$ cat config.mk
export PLATFORM = sky130hd
export DESIGN_NAME = knn_cell
export DESIGN_NICKNAME = d
export VERILOG_FILES = /design/src/knn_pkg.sv /design/src/knn_cell.sv
export SDC_FILE = /design/constraint.sdc
export NUM_CORES = 1
export LEC_CHECK = 0
export BUFFER_PORTS_ARGS = -buffer_cell sky130_fd_sc_hd__buf_4
export CAP_MARGIN = 10
export CORE_ASPECT_RATIO = 0.7
export CORE_MARGIN = 8
export CORE_UTILIZATION = 45
export CTS_BUF_LIST = sky130_fd_sc_hd__clkbuf_2
export DETAILED_ROUTE_END_ITERATION = 10
export HOLD_SLACK_MARGIN = 0.1
export PLACE_DENSITY = 0.8
export REMOVE_ABC_BUFFERS = 1
export SYNTH_ARGS = -nofsm -noshare
export SYNTH_HDL_FRONTEND = slang
export SYNTH_SLANG_ARGS = --single-unit
export TNS_END_PERCENT = 50
$ cat constraint.sdc
create_clock -name aclk -period 3.09 [get_ports aclk]
set_input_delay 0.4635 -clock aclk [delete_from_list [all_inputs] [get_ports aclk]]
set_output_delay 0.4635 -clock aclk [all_outputs]
set_load 0.1 [all_outputs]
$ cat src/knn_pkg.sv
// Shared types and constants for the k-nearest-neighbor majority vote block.
`timescale 1ns / 1ps
`default_nettype none

package knn_pkg;

    localparam int NUM_CLASSES_DEF = 64;
    localparam int MAX_K_DEF       = 64;

    localparam int CLASS_W   = 6;
    localparam int VOTES_W   = 7;
    localparam int NCOUNT_W  = 7;
    localparam int CLS_IDX_W = 10;
    localparam int CNT_W     = 11;

    localparam int APB_ADDR_W = 3;
    localparam int APB_DATA_W = 32;

    localparam logic [NCOUNT_W-1:0] NCOUNT_RESET = 7'd5;

    localparam logic [APB_ADDR_W-3:0] REG_NEIGHBOUR_COUNT = 1'b0;

    typedef struct packed {
        logic [CLASS_W-1:0] class_id;
        logic               entry_valid;
        logic               last_entry;
    } knn_in_t;

    typedef struct packed {
        logic [CLASS_W-1:0] winner_class;
        logic [VOTES_W-1:0] winner_votes;
        logic               found;
    } knn_out_t;

    typedef struct packed {
        logic                 valid;
        logic                 vote;
        logic                 last;
        logic [CLS_IDX_W-1:0] cls;
        logic [CNT_W-1:0]     pos;
        logic [CNT_W-1:0]     cnt;
        logic [CNT_W-1:0]     fpos;
    } knn_item_t;

endpackage

`default_nettype wire

$ cat src/knn_cell.sv
// One class cell: vote count and first vote position, passes the item on.
`timescale 1ns / 1ps
`default_nettype none

module knn_cell
    import knn_pkg::*;
#(
    parameter int CELL_ID = 0
) (
    input  wire logic      aclk,
    input  wire logic      aresetn,
    input  wire logic      advance,
    input  wire knn_item_t item_in,
    output knn_item_t      item_out
);

    logic [CNT_W-1:0] count_reg;
    logic [CNT_W-1:0] count_next;
    logic [CNT_W-1:0] fpos_reg;
    logic [CNT_W-1:0] fpos_next;
    knn_item_t        item_reg;
    knn_item_t        item_next;
    logic             hit;
    logic [CNT_W-1:0] cnt_inc;
    logic [CNT_W-1:0] fpos_hit;

    assign hit      = item_in.valid && item_in.vote && (item_in.cls == CLS_IDX_W'(CELL_ID));
    assign cnt_inc  = count_reg + CNT_W'(1);
    assign fpos_hit = (count_reg == '0) ? item_in.pos : fpos_reg;

    always_comb begin
        item_next  = item_in;
        count_next = count_reg;
        fpos_next  = fpos_reg;
        if (hit) begin
            item_next.cnt  = cnt_inc;
            item_next.fpos = fpos_hit;
            count_next     = cnt_inc;
            fpos_next      = fpos_hit;
        end
        if (item_in.valid && item_in.last) begin
            count_next = '0;
        end
    end

    always_ff @(posedge aclk) begin
        if (!aresetn) begin
            count_reg      <= '0;
            item_reg.valid <= 1'b0;
        end else if (advance) begin
            count_reg <= count_next;
            item_reg  <= item_next;
        end
    end

    always_ff @(posedge aclk) begin
        if (advance) begin
            fpos_reg <= fpos_next;
        end
    end

    assign item_out = item_reg;

endmodule

`default_nettype wire

# Yosys cells after proc, flatten, opt, wreduce, memory -nomap -nowiden
# Cells that the tools add are included.
[word_totals] reg_bits=68 in_bits=49 output_inout_bits=46 word_cells=23
[classes] addsub=1 mux=4 n_reduce_logical=9
[op_table] op="11-bit two-way mux" count=3
[op_table] op="22-bit two-way mux" count=1
[op_table] op="11-bit by 1-bit adder with 11-bit output, second input constant" count=1
[op_table] op="11-bit logical NOT" count=1
[op_table] op="10-bit logical NOT" count=1
[op_table] op="2-bit AND reduction" count=3
[op_table] op="1-bit logical AND" count=3
[op_table] op="2-bit nonzero test" count=1

# Longest topological paths before layout
[logic_depth] ltp_word=4 ltp_mapped=6 ltp_nobuf=6

# Worst setup path before layout
# OpenSTA, ideal clock, no wires.
[synth_timing] kind="input to register" from="in advance" to="reg count_reg[7]" arrival_ns=2.642 required_ns=3.016 slack_ns=0.373 path_stages=5 cell_sequence="and2_1 > nand2_1 > or2_1 > or3_1 > o21ai_0"
[synth_via] elab_chain_cells=1
[synth_rtl] element="from (decl)" line_no="knn_cell.sv:12" rtl="input wire logic advance,"
[synth_rtl] element="2-bit AND reduction (no line)"
[synth_rtl] element="to (signal assigned)" line_no="knn_cell.sv:51" rtl="count_reg <= count_next;"
[synth_rtl] element="to (decl)" line_no="knn_cell.sv:17" rtl="logic [CNT_W-1:0] count_reg;"
# No other way between the ends.
# A chain may end at the register's enable or synchronous reset.

# Worst setup path in the final report
[layout_timing] from="in item_in[41] in the netlist's numbering" to="reg count_reg[7]"
[layout_via] elab_chain_cells=4
[layout_rtl] element="from (decl)" line_no="knn_cell.sv:13" rtl="input wire knn_item_t item_in,"
[layout_rtl] element="10-bit logical NOT" line_no="knn_cell.sv:27" rtl="assign hit = item_in.valid && item_in.vote && (item_in.cls == CLS_IDX_W'(CELL_ID));"
[layout_rtl] element="1-bit logical AND" line_no="knn_cell.sv:27"
[layout_rtl] element="2-bit nonzero test (no line)"
[layout_rtl] element="2-bit AND reduction (no line)"
# No other way between the ends.

==> results.yml <==
drt:
  viasPerCell: 4.99
  wl_per_cell_um: 16.8
  antenna_left: 0
  routed-via-count: 2021
  drt-initial-drc-count: 144
  drc: 0
  firstDrtPassIters: 4
  routed_wl_um: 6800
synthesis:
  synthAdderAreaFrac: 0.00887
  synth-main-ff-cell: "edfxtp_1"
  synth.cell_area_mm2: 0.00282
  synth_simple_gate_area_frac: 0.0962
  syn_area_per_cell_um2: 14.3
  synth_warnings: 0
  synth-seq-area-share: 0.681
  synthCells: 197
  synth_edf_count: 56
  synth_xor_area_frac: 0.0279
  synth_cell_types: 34
  synth.area.mux_share: 0.109
  ys_seq_elements: 68
  synth_compound_area_frac: 0.0576
  postSynth.asyncResetShare: 0
  synth_top_family_by_area: "multiplexers"
placed_design:
  dp_hpwl_um: 4760
  portBuffers: 94
  place.gp.congestion: 0.832
  post_dp_cell_area_mm2: 0.00364
  placedCellCount: 368
timing:
  finClkSkew_ns: 0.0249
  finalHoldViolCount: 0
  tns_ns: 0
  rsz0062_at_grt: "false"
  worstMarginPinSlew_ns: 0.524
  slew_viol_final: 0
  relSlewSlack: 0.645
  setup_viol: 0
  period_needed_ns: 2.41
  max_freq_mhz: 415
  finalCritPeriodShare: 0.780
global_route:
  grt_pass1_wl_um: 10200
  grt_pass1_vias: 1986
  grt-ovfl-total: 0
  antenna_found_initial: 0
  gr-usage-all-layers: 0.144
  grt_max_degree: 20
floorplanning:
  ios: 95
  core_mm2: 0.00616
  row_count: 24
  die_area_mm2: 0.00910
  dieWidth_um: 111
  initial_core_util: 0.459
  die_h_um: 82.3
power:
  p_int_mw: 1.35
  powerDensity_mw_per_mm2: 513
  pwr-share-comb: 0.237
  p_sw_mw: 0.683
  vdd_ir_drop_max_uv: 230
  pwr-share-clk: 0.246
  power_mw: 2.03
  p_leak_nw: 1.53
  seqPwrFrac: 0.517
  p_sw_frac: 0.337
clock_network:
  worstSkewPairLatency_ns: 0.48
  cts_hold_buf: 0
  cts_resized: 0
  post-cts-setup-buffer-count: 0
  cts_tree: "yes"
  clk_pin_slew_ns: 0.20
  cts_max_level: 3
  numCtsBuffers: 9
  cts_max_path_buffers: 2
  cts.sinks: 68
  cts_root_buffer: "clkbuf_2"
finish:
  largest_reg_flops: 46
  antenna_cells: 0
  layout.nets: 373
  final_cell_count_no_fill: 405
  final_cell_mix: "buf_4, edfxtp_1, o21ai_0"
  area_delta_synth_final_pct: 40.2
  drive_gt1_frac: 0.431
  final_common_cell: "buf_4"
  final_design_area_no_fill_mm2: 0.00396
critical_path:
  reg2reg_depth: 6
  cp_max_fo: 15
  arrival_ns: 2.83
  r2r_slack_ns: 1.14
  end_kind: "register"
  timing.critical_path.from: "item_in[41]"
  critical_path.endpoint: "count_reg[7]"
  crit_path_start_kind: "input pin"
  path_class: "input pin to register"
  r2r-start: "count_reg[0]"
  crit_required_ns: 3.51
  worstReg2RegEnd: "item_out[0]"
run_status:
  status: "finished clean"
worst_hold_path:
  holdCritPathClass: "input pin to register"
  holdCritStartpoint: "item_in[36]"
  holdPathStages: 1
job:
  drv_cap: 0
==> worst min-delay path by stage <==
stage          slack (ns)       endpoint
6_report             0.18   item_out[36]
5_1_grt              0.11   item_out[32]
4_1_cts              0.10   item_out[28]
3_5_place_dp         0.52   count_reg[3]
3_3_place_gp         0.50  count_reg[10]
2_1_floorplan        0.47   count_reg[9]
==> routing by layer <==
layer / routed length (um) / track usage / part of all wire / vias to the layer above
met3: 407 / 0.0678 / 0.060 / 2
met2: 3400 / 0.231 / 0.50 / 76
met4: 42 / 0.0443 / 0.0062 / 0
met5: 0 / 0 / 0 / -
met1: 2960 / 0.173 / 0.44 / 961
li1: - / - / - / 982
==> worst max-delay path, stage by stage <==
cell and delay, ns:
dlygate4sd3_1 0.55, buf_4 0.14, nor4b_1 0.50, nand3_2 0.37, or2_1 0.41, or3_1 0.32, o21ai_0 0.07
==> kinds of logic (layout without fill, tap and decap cells) <==
logic type / Yosys count / count (layout)
AND/OR/NAND/NOR: 53 / 53
AO/OA/AOI/OAI: 30 / 30
adder cells (fa/ha/maj): 2 / 2
XOR/XNOR: 9 / 9
multiplexers: 24 / 24
buffers and inverters: 11 / 141
flip-flops: 68 / 68
==> per-stage QoR <==
stage | hold WS (ns) | util | setup WS (ns)
2_1_floorplan | 0.474 | - | 0.278
3_3_place_gp | 0.495 | 0.591 | 0.850
3_5_place_dp | 0.518 | 0.591 | 0.708
4_1_cts | 0.100 | 0.609 | 1.13
5_1_grt | 0.106 | 0.643 | 0.560
6_report | 0.183 | 0.643 | 0.679
==> area by class of cell <==
| cell class | instances | area [um2] |
|---|---|---|
| fill | 461 | 2200 |
| sequential | 68 | 1920 |
| timing repair buffer | 121 | 961 |
| multi-input combinational | 118 | 851 |
| tap | 78 | 97.6 |
| clock inverter | 7 | 66.3 |
| clock buffer | 9 | 45.0 |
| inverter | 4 | 15.0 |
==> Yosys cell counts, drive strengths merged, types with 2 or more instances <==
cell type	count	area share
clkbuf	4	0.0053
nand4	2	0.0044
nor4	3	0.0089
o21ai	25	0.044
nor3	8	0.014
nor2	4	0.0053
xor2	2	0.0062
ha	2	0.0089
nand2	22	0.029
nand3	5	0.0089
edfxtp	56	0.60
mux2	23	0.11
buf	3	0.0093
dfxtp	12	0.085
inv	4	0.0053
nor4b	2	0.0084
xnor2	7	0.022
==> power by group through the flow <==
stage | clock network, mW | logic, mW | registers (mW)
floorplan | 0 | 0.0381 | 1.36
global placement | 0 | 0.456 | 1.07
detailed placement | 0 | 0.460 | 1.07
CTS | 0.515 | 0.461 | 1.05
global route | 0.558 | 0.497 | 1.05
finish | 0.499 | 0.481 | 1.05
Power figures use the tool's default switching activity.
