### config.mk
export PLATFORM = sky130hd
export DESIGN_NAME = knn_tally
export DESIGN_NICKNAME = d
export VERILOG_FILES = /design/src/knn_pkg.sv /design/src/knn_tally.sv
export SDC_FILE = /design/constraint.sdc
export NUM_CORES = 1
export LEC_CHECK = 0
export ABC_AREA = 1
export BUFFER_PORTS_ARGS = -buffer_cell sky130_fd_sc_hd__buf_4
export CAP_MARGIN = 15
export CORE_UTILIZATION = 50
export DETAILED_ROUTE_END_ITERATION = 10
export GPL_TIMING_DRIVEN = 1
export PLACE_DENSITY_LB_ADDON = 0.25
export SETUP_SLACK_MARGIN = 0.4
export SLEW_MARGIN = 10
export SYNTH_ARGS = -nofsm -noshare
export SYNTH_HDL_FRONTEND = slang
export SYNTH_SLANG_ARGS = --single-unit
### constraint.sdc
create_clock -name aclk -period 3.7 [get_ports aclk]
set_clock_uncertainty 0.1 [all_clocks]
set_input_delay 0.37 -clock aclk [delete_from_list [all_inputs] [get_ports aclk]]
set_output_delay 0.37 -clock aclk [all_outputs]
set_load 0.01 [all_outputs]
### src/knn_pkg.sv
// Shared types and constants for the k-nearest-neighbor majority vote block.
`timescale 1ns / 1ps
`default_nettype none

package knn_pkg;

    localparam int NUM_CLASSES_DEF = 64;
    localparam int MAX_K_DEF       = 64;

    localparam int CLASS_W   = 6;
    localparam int VOTES_W   = 7;
    localparam int NCOUNT_W  = 7;
    localparam int CLS_IDX_W = 10;
    localparam int CNT_W     = 11;

    localparam int APB_ADDR_W = 3;
    localparam int APB_DATA_W = 32;

    localparam logic [NCOUNT_W-1:0] NCOUNT_RESET = 7'd5;

    localparam logic [APB_ADDR_W-3:0] REG_NEIGHBOUR_COUNT = 1'b0;

    typedef struct packed {
        logic [CLASS_W-1:0] class_id;
        logic               entry_valid;
        logic               last_entry;
    } knn_in_t;

    typedef struct packed {
        logic [CLASS_W-1:0] winner_class;
        logic [VOTES_W-1:0] winner_votes;
        logic               found;
    } knn_out_t;

    typedef struct packed {
        logic                 valid;
        logic                 vote;
        logic                 last;
        logic [CLS_IDX_W-1:0] cls;
        logic [CNT_W-1:0]     pos;
        logic [CNT_W-1:0]     cnt;
        logic [CNT_W-1:0]     fpos;
    } knn_item_t;

endpackage

`default_nettype wire

### src/knn_tally.sv
// Chain tail: running best in item order and the result output register.
`timescale 1ns / 1ps
`default_nettype none

module knn_tally
    import knn_pkg::*;
(
    input  wire logic      aclk,
    input  wire logic      aresetn,
    input  wire knn_item_t item_in,
    output logic           pipe_ready,
    output logic           m_valid,
    input  wire logic      m_ready,
    output knn_out_t       m_data
);

    logic [CLS_IDX_W-1:0] best_class_reg;
    logic [CLS_IDX_W-1:0] best_class_next;
    logic [CNT_W-1:0]     best_votes_reg;
    logic [CNT_W-1:0]     best_votes_next;
    logic [CNT_W-1:0]     best_pos_reg;
    logic [CNT_W-1:0]     best_pos_next;
    logic                 m_valid_reg;
    logic                 m_valid_next;
    knn_out_t             m_data_reg;
    knn_out_t             m_data_next;
    logic                 take;
    logic                 better;
    logic [CLS_IDX_W-1:0] upd_class;
    logic [CNT_W-1:0]     upd_votes;
    logic [CNT_W-1:0]     upd_pos;

    assign pipe_ready = !(item_in.valid && item_in.last && m_valid_reg && !m_ready);
    assign take       = pipe_ready && item_in.valid;
    assign better     = item_in.vote && ((item_in.cnt > best_votes_reg) ||
                        ((item_in.cnt == best_votes_reg) && (item_in.fpos < best_pos_reg)));

    always_comb begin
        upd_class = best_class_reg;
        upd_votes = best_votes_reg;
        upd_pos   = best_pos_reg;
        if (better) begin
            upd_class = item_in.cls;
            upd_votes = item_in.cnt;
            upd_pos   = item_in.fpos;
        end
    end

    always_comb begin
        best_class_next = best_class_reg;
        best_votes_next = best_votes_reg;
        best_pos_next   = best_pos_reg;
        m_valid_next    = m_valid_reg && !m_ready;
        m_data_next     = m_data_reg;
        if (take) begin
            if (item_in.last) begin
                best_class_next          = '0;
                best_votes_next          = '0;
                best_pos_next            = '0;
                m_valid_next             = 1'b1;
                m_data_next.found        = (upd_votes != '0);
                m_data_next.winner_class = (upd_votes != '0) ? CLASS_W'(upd_class) : '0;
                m_data_next.winner_votes = (upd_votes != '0) ? VOTES_W'(upd_votes) : '0;
            end else begin
                best_class_next = upd_class;
                best_votes_next = upd_votes;
                best_pos_next   = upd_pos;
            end
        end
    end

    always_ff @(posedge aclk) begin
        if (!aresetn) begin
            best_class_reg <= '0;
            best_votes_reg <= '0;
            best_pos_reg   <= '0;
            m_valid_reg    <= 1'b0;
        end else begin
            best_class_reg <= best_class_next;
            best_votes_reg <= best_votes_next;
            best_pos_reg   <= best_pos_next;
            m_valid_reg    <= m_valid_next;
        end
    end

    always_ff @(posedge aclk) begin
        m_data_reg <= m_data_next;
    end

    assign m_valid = m_valid_reg;
    assign m_data  = m_data_reg;

endmodule

`default_nettype wire

# Word level (Yosys, flattened, before mapping)
# Cells that the tools add are included.
[classes] muxes=8 order_cmp=2 n_reduce_logical=14 n_eq_ne=1
[ops] cell="$mux 11" count=4
[ops] cell="$mux 6" count=2
[ops] cell="$eq 11x11->1" count=1
[ops] cell="$gt 11x11->1" count=1
[ops] cell="$lt 11x11->1" count=1
[ops] cell="$reduce_bool 11->1" count=1
[ops] cell="$logic_and 1x1->1" count=7
[ops] cell="$reduce_and 2->1" count=2
[ops] cell="$logic_not 1->1" count=2
[ops] cell="$mux 1" count=2
[ops] cell="$reduce_bool 2->1" count=1
[ops] cell="$logic_or 1x1->1" count=1
[totals] out_inout_bits=16 register_bits=43 input_bits=49 elab_cells=32

# Depth between registers and ports, before layout
[logic_depth] word_depth=6 ltp_mapped=19 depth_no_buf=18

# Worst setup path before layout
# OpenSTA, ideal clock, no wires.
[synth_path] path_kind="input to register" from="input item_in[21] in the netlist's numbering" to="register m_data_reg, in the netlist m_data[10], data pin" path_stages=16 t_required_ps=3350 setup_slack_ps=1431 path_buffers=1 arrival_ps=1919 cell_sequence="ha_1 -> nand2_1 -> inv_1 -> a21oi_1 -> nand3_1 -> nand2_1 -> nand2_4 -> nand2_4 -> buf_6 -> nand2_1 -> nand2_1 -> nand2_1 -> nor2_1 -> nand3_2 -> nand2_1 -> inv_1"
[synth_between] elab_chain_cells=6 elab_cells_between_ends=8 classes_between="1 x order compare; 1 x eq/ne; 2 x mux; 4 x reduce/logical"
[synth_rtl] element="start, declared" line="knn_tally.sv:10" source="input wire knn_item_t item_in,"
[synth_rtl] element="branches (longest 6 deep; another with $gt 11x11->1)"
[synth_rtl] element="end signal, assigned" line="knn_tally.sv:87" source="m_data_reg <= m_data_next;"
[synth_rtl] element="end, declared" line="knn_tally.sv:25" source="knn_out_t m_data_reg;"
# Several ways; the timed one is not identified.
# A chain may end at the register's enable or synchronous reset.

# Final worst setup path
[layout_path] from="register best_votes_reg[6]" to="register m_data_reg, in the netlist m_data[11], data pin"
[layout_between] elab_chain_cells=6 elab_cells_between_ends=8 classes_between="1 x order compare; 1 x eq/ne; 2 x mux; 4 x reduce/logical"
[layout_rtl] element="start, declared" line="knn_tally.sv:19" source="logic [CNT_W-1:0] best_votes_reg;"
[layout_rtl] element="start signal, assigned" line="knn_tally.sv:80" source="best_votes_reg <= best_votes_next;"
[layout_rtl] element="branches (longest 6 deep; another with $gt 11x11->1)"
# Several ways; the timed one is not identified.

==> flow_summary_export.csv <==
group,metric,value,unit
timing,tns,0,ns
power_and_ir_drop,clockPowerShare,33.1,%
timing,grt_setup_unrepaired,"no",
timing,tightest_slew,1.05,ns
detailed_routing,drt_iter0_drc,129,
critical_path,critPathKind,"flip-flop to flip-flop",
clock_network,cts_buffers,5,
finish,seq_area,0.00100,mm²
synthesis,ys_seq_elements,43,
timing,worst_slack,0.981,ns
die,coreArea,0.00475,mm²
finish,final_cells,452,
synthesis,synth-edff-count,14,
critical_path,path_cells,"inv_1 -> ha_1 -> nand2_1 -> inv_1 -> nand2_1 -> nand2_1 -> nand2_1 -> nand3_1 -> nand2_1 -> nand2_4 -> nand2_4 -> nand2_1 -> nand2_1 -> nand2_1 -> nor2_1 -> nand3_2 -> nand2_1 -> inv_1",
synthesis,yosysMostFrequentCell,"nand2_1",
synthesis,synth_top_cell_area_share,23.4,%
synthesis,ys.flop_type,"dfxtp_1",
die,ios,65,
critical_path,required,3.65,ns
finish,nets,454,
run_status,outcome,"finished, final reports clean",
clock_network,clock_tree.root_cell,"clkbuf_8",
die,die_w,72.5,µm
clock_network,cts_max_path_buffers,2,
detailed_routing,drtPass1Iterations,4,
die,dieArea,0.00526,mm²
power_and_ir_drop,seq_power_share,47.6,%
critical_path,r2r_start,"best_votes_reg[6]",
global_routing,antenna_found_initial,0,
timing,setup_violations,0,
power_and_ir_drop,power.internal,796,µW
clock_network,holdBufCountCts,0,
timing,finalHoldViolations,0,
synthesis,synthTopCellsByArea,"dfxtp_1 (23%), nand2_1 (20%), edfxtp_1 (17%), ha_1 (11%), inv_1 (7.4%)",
placement,hpwl,3700,µm
worst_hold_path,min_from,"item_in[4]",
power_and_ir_drop,p_leak,0.00139,µW
power_and_ir_drop,ir_drop,0.230,mV
power_and_ir_drop,p_switching,288,µW
detailed_routing,routed_via_density,4.96,
finish,nFillCells,459,
critical_path,slowest_stage,"dfxtp_1",
synthesis,ys_types,19,
die,die_y,72.5,µm
finish,multiInputGateArea,0.00123,mm²
worst_hold_path,holdPathStages,3,
critical_path,cp_max_fo,19,
detailed_routing,wl_per_cell,11.7,µm
clock_network,post_cts_buffers,0,
synthesis,syn_nets,407,
critical_path,arrival,2.67,ns
finish,largest_reg_flops,14,
clock_network,cts_tree,"done",
detailed_routing,vias,2242,
timing,slew_headroom,30.2,%
run,timing.max_cap.violations,0,
global_routing,grt_usage,21.0,%
placement,gp_congestion,0.807,
finish,syn_to_final_growth,20.5,%
detailed_routing,drc_errors,0,
die,row_count,25,
clock_network,cts_resized,0,
power_and_ir_drop,pwr-share-comb,19.3,%
critical_path,cpPeakStageDelay,0.34,ns
placement,place_ws,0.868,ns
synthesis,synth-async-reset-ratio,0,%
synthesis,synth_commonest_cells,"nand2_1 (130), inv_1 (49), a21oi_1 (32)",
timing,drv_slew,0,
power_and_ir_drop,switching_share,26.6,%
global_routing,grt_max_degree,30,
clock_network,clkSinkCount,43,
worst_hold_path,hp-class,"input port to flip-flop",
critical_path,worstSetupStartpoint,"best_votes_reg[6]",
clock_network,h-tree-depth,2,
detailed_routing,ant_nets,0,
critical_path,worst_setup_path_end_kind,"flip-flop",
critical_path,start_kind,"flip-flop",
synthesis,synth.cell_area,0.00249,mm²
finish,drive_above_1_share,17.9,%
placement,place_inst,443,
critical_path,crit_top_cell,"nand2_1",
clock_network,clk_latency,0.29,ns
clock_network,clk_pin_slew,0.08,ns
synthesis,synthCells,337,
critical_path,rr_worst_depth,18,
worst_hold_path,hold_end,"best_pos_reg[4]",
timing,period_needed,2.72,ns
global_routing,grt_pass1_wl,8510,µm
synthesis,netlist.top_cell.by_area,"dfxtp_1",
placement,numPortBuffers,49,
power_and_ir_drop,pwr_density_cell,362,mW/mm²
critical_path,r2r_end,"m_data[11]",
timing,fin_hold_ws,0.246,ns
die,start_util,52.3,%
timing,fin_crit_sh,73.5,%
synthesis,postSynthAreaPerCell,7.38,µm²
global_routing,grt_pass1_vias,1986,
detailed_routing,wirelength,5280,µm
global_routing,grt_overflow_total,0,
critical_path,reg2reg_slack,0.98,ns
synthesis,yosysSeqAreaShare,40.3,%
timing,max_freq,368,MHz
finish,antennaDiodeCount,0,
synthesis,yosys_warnings,0,
## power groups by stage
| stage | combinational [µW] | clock, µW | sequential (µW) |
|---|---|---|---|
| 5_1_grt | 237 | 380 | 518 |
| 3_3_place_gp | 205 | 0 | 526 |
| 4_1_cts | 209 | 367 | 516 |
| 6_report | 210 | 359 | 516 |
| 3_5_place_dp | 208 | 0 | 527 |
| 2_1_floorplan | 132 | 0 | 531 |
## per-stage QoR
step / area [µm²] / utilization, % / power (µW)
floorplan: 2490 / - / 663
detailed placement: 2880 / 60.5 / 735
global route: 3000 / 63.0 / 1140
global placement: 2880 / 60.5 / 731
CTS: 2980 / 62.8 / 1090
finish: 3000 / 63.0 / 1080
## layer usage
layer	GRT usage [%]	routed length (µm)	up-vias
li1	-	-	1157
met4	6.97	55	0
met1	24.6	2350	1020
met2	38.4	2580	59
met3	3.75	298	6
met5	0	0	-
## worst max-delay path: cells and delay by family, from the launching register on
| kind | cells | cell delay [ns] |
|---|---|---|
| fa+ha+maj | 1 | 0.28 |
| flops | 1 | 0.34 |
| buf+inv | 3 | 0.17 |
| simple gates | 14 | 1.58 |
## cells by family (layout without fill, tap and decap cells)
| kind of cell | after synthesis | count (layout) | share of synthesized area, % |
|---|---|---|---|
| AOI/OAI and AO/OA | 37 | 37 | 8.05 |
| and+or+nand+nor | 176 | 176 | 31.0 |
| DFF | 43 | 43 | 40.3 |
| buffers and inverters | 60 | 108 | 10.1 |
| adders and majority gates | 21 | 21 | 10.6 |
## layout by cell type (no fill, tap or decap)
| cell | count |
|---|---|
| buf_4 | 50 |
| dfxtp_1 | 29 |
| nand2_1 | 130 |
| nand3b_1 | 11 |
| ha_1 | 21 |
| clkbuf_1 | 2 |
| nor3_4 | 1 |
| inv_1 | 49 |
| buf_6 | 1 |
| o21ai_1 | 1 |
| a21oi_2 | 4 |
| or2_2 | 1 |
| nand2_4 | 2 |
| clkbuf_8 | 5 |
| nand3_1 | 17 |
| nor2_2 | 2 |
| nand3_2 | 2 |
| bufinv_16 | 1 |
| edfxtp_1 | 14 |
| a21oi_1 | 32 |
| nor2_1 | 10 |
## how the worst max path moves through the flow
stage / end / slack (ns)
2_1_floorplan: m_data[10] / 1.43
3_3_place_gp: m_data[11] / 0.87
3_5_place_dp: m_data[10] / 0.87
4_1_cts: m_data[10] / 0.98
5_1_grt: m_data[9] / 0.69
6_report: m_data[11] / 0.98
## final cells by class
| cell class | count | share of cell area [%] |
|---|---|---|
| Timing Repair Buffer | 51 | 12.9 |
| Clock buffer | 7 | 2.55 |
| Clock inverter | 1 | 1.00 |
| Inverter | 49 | 6.14 |
| Sequential cell | 43 | 33.4 |
| Multi-Input combinational cell | 234 | 41.2 |
| Tap cell | 67 | 2.80 |
No activity file was read; power rests on OpenSTA's default activity.
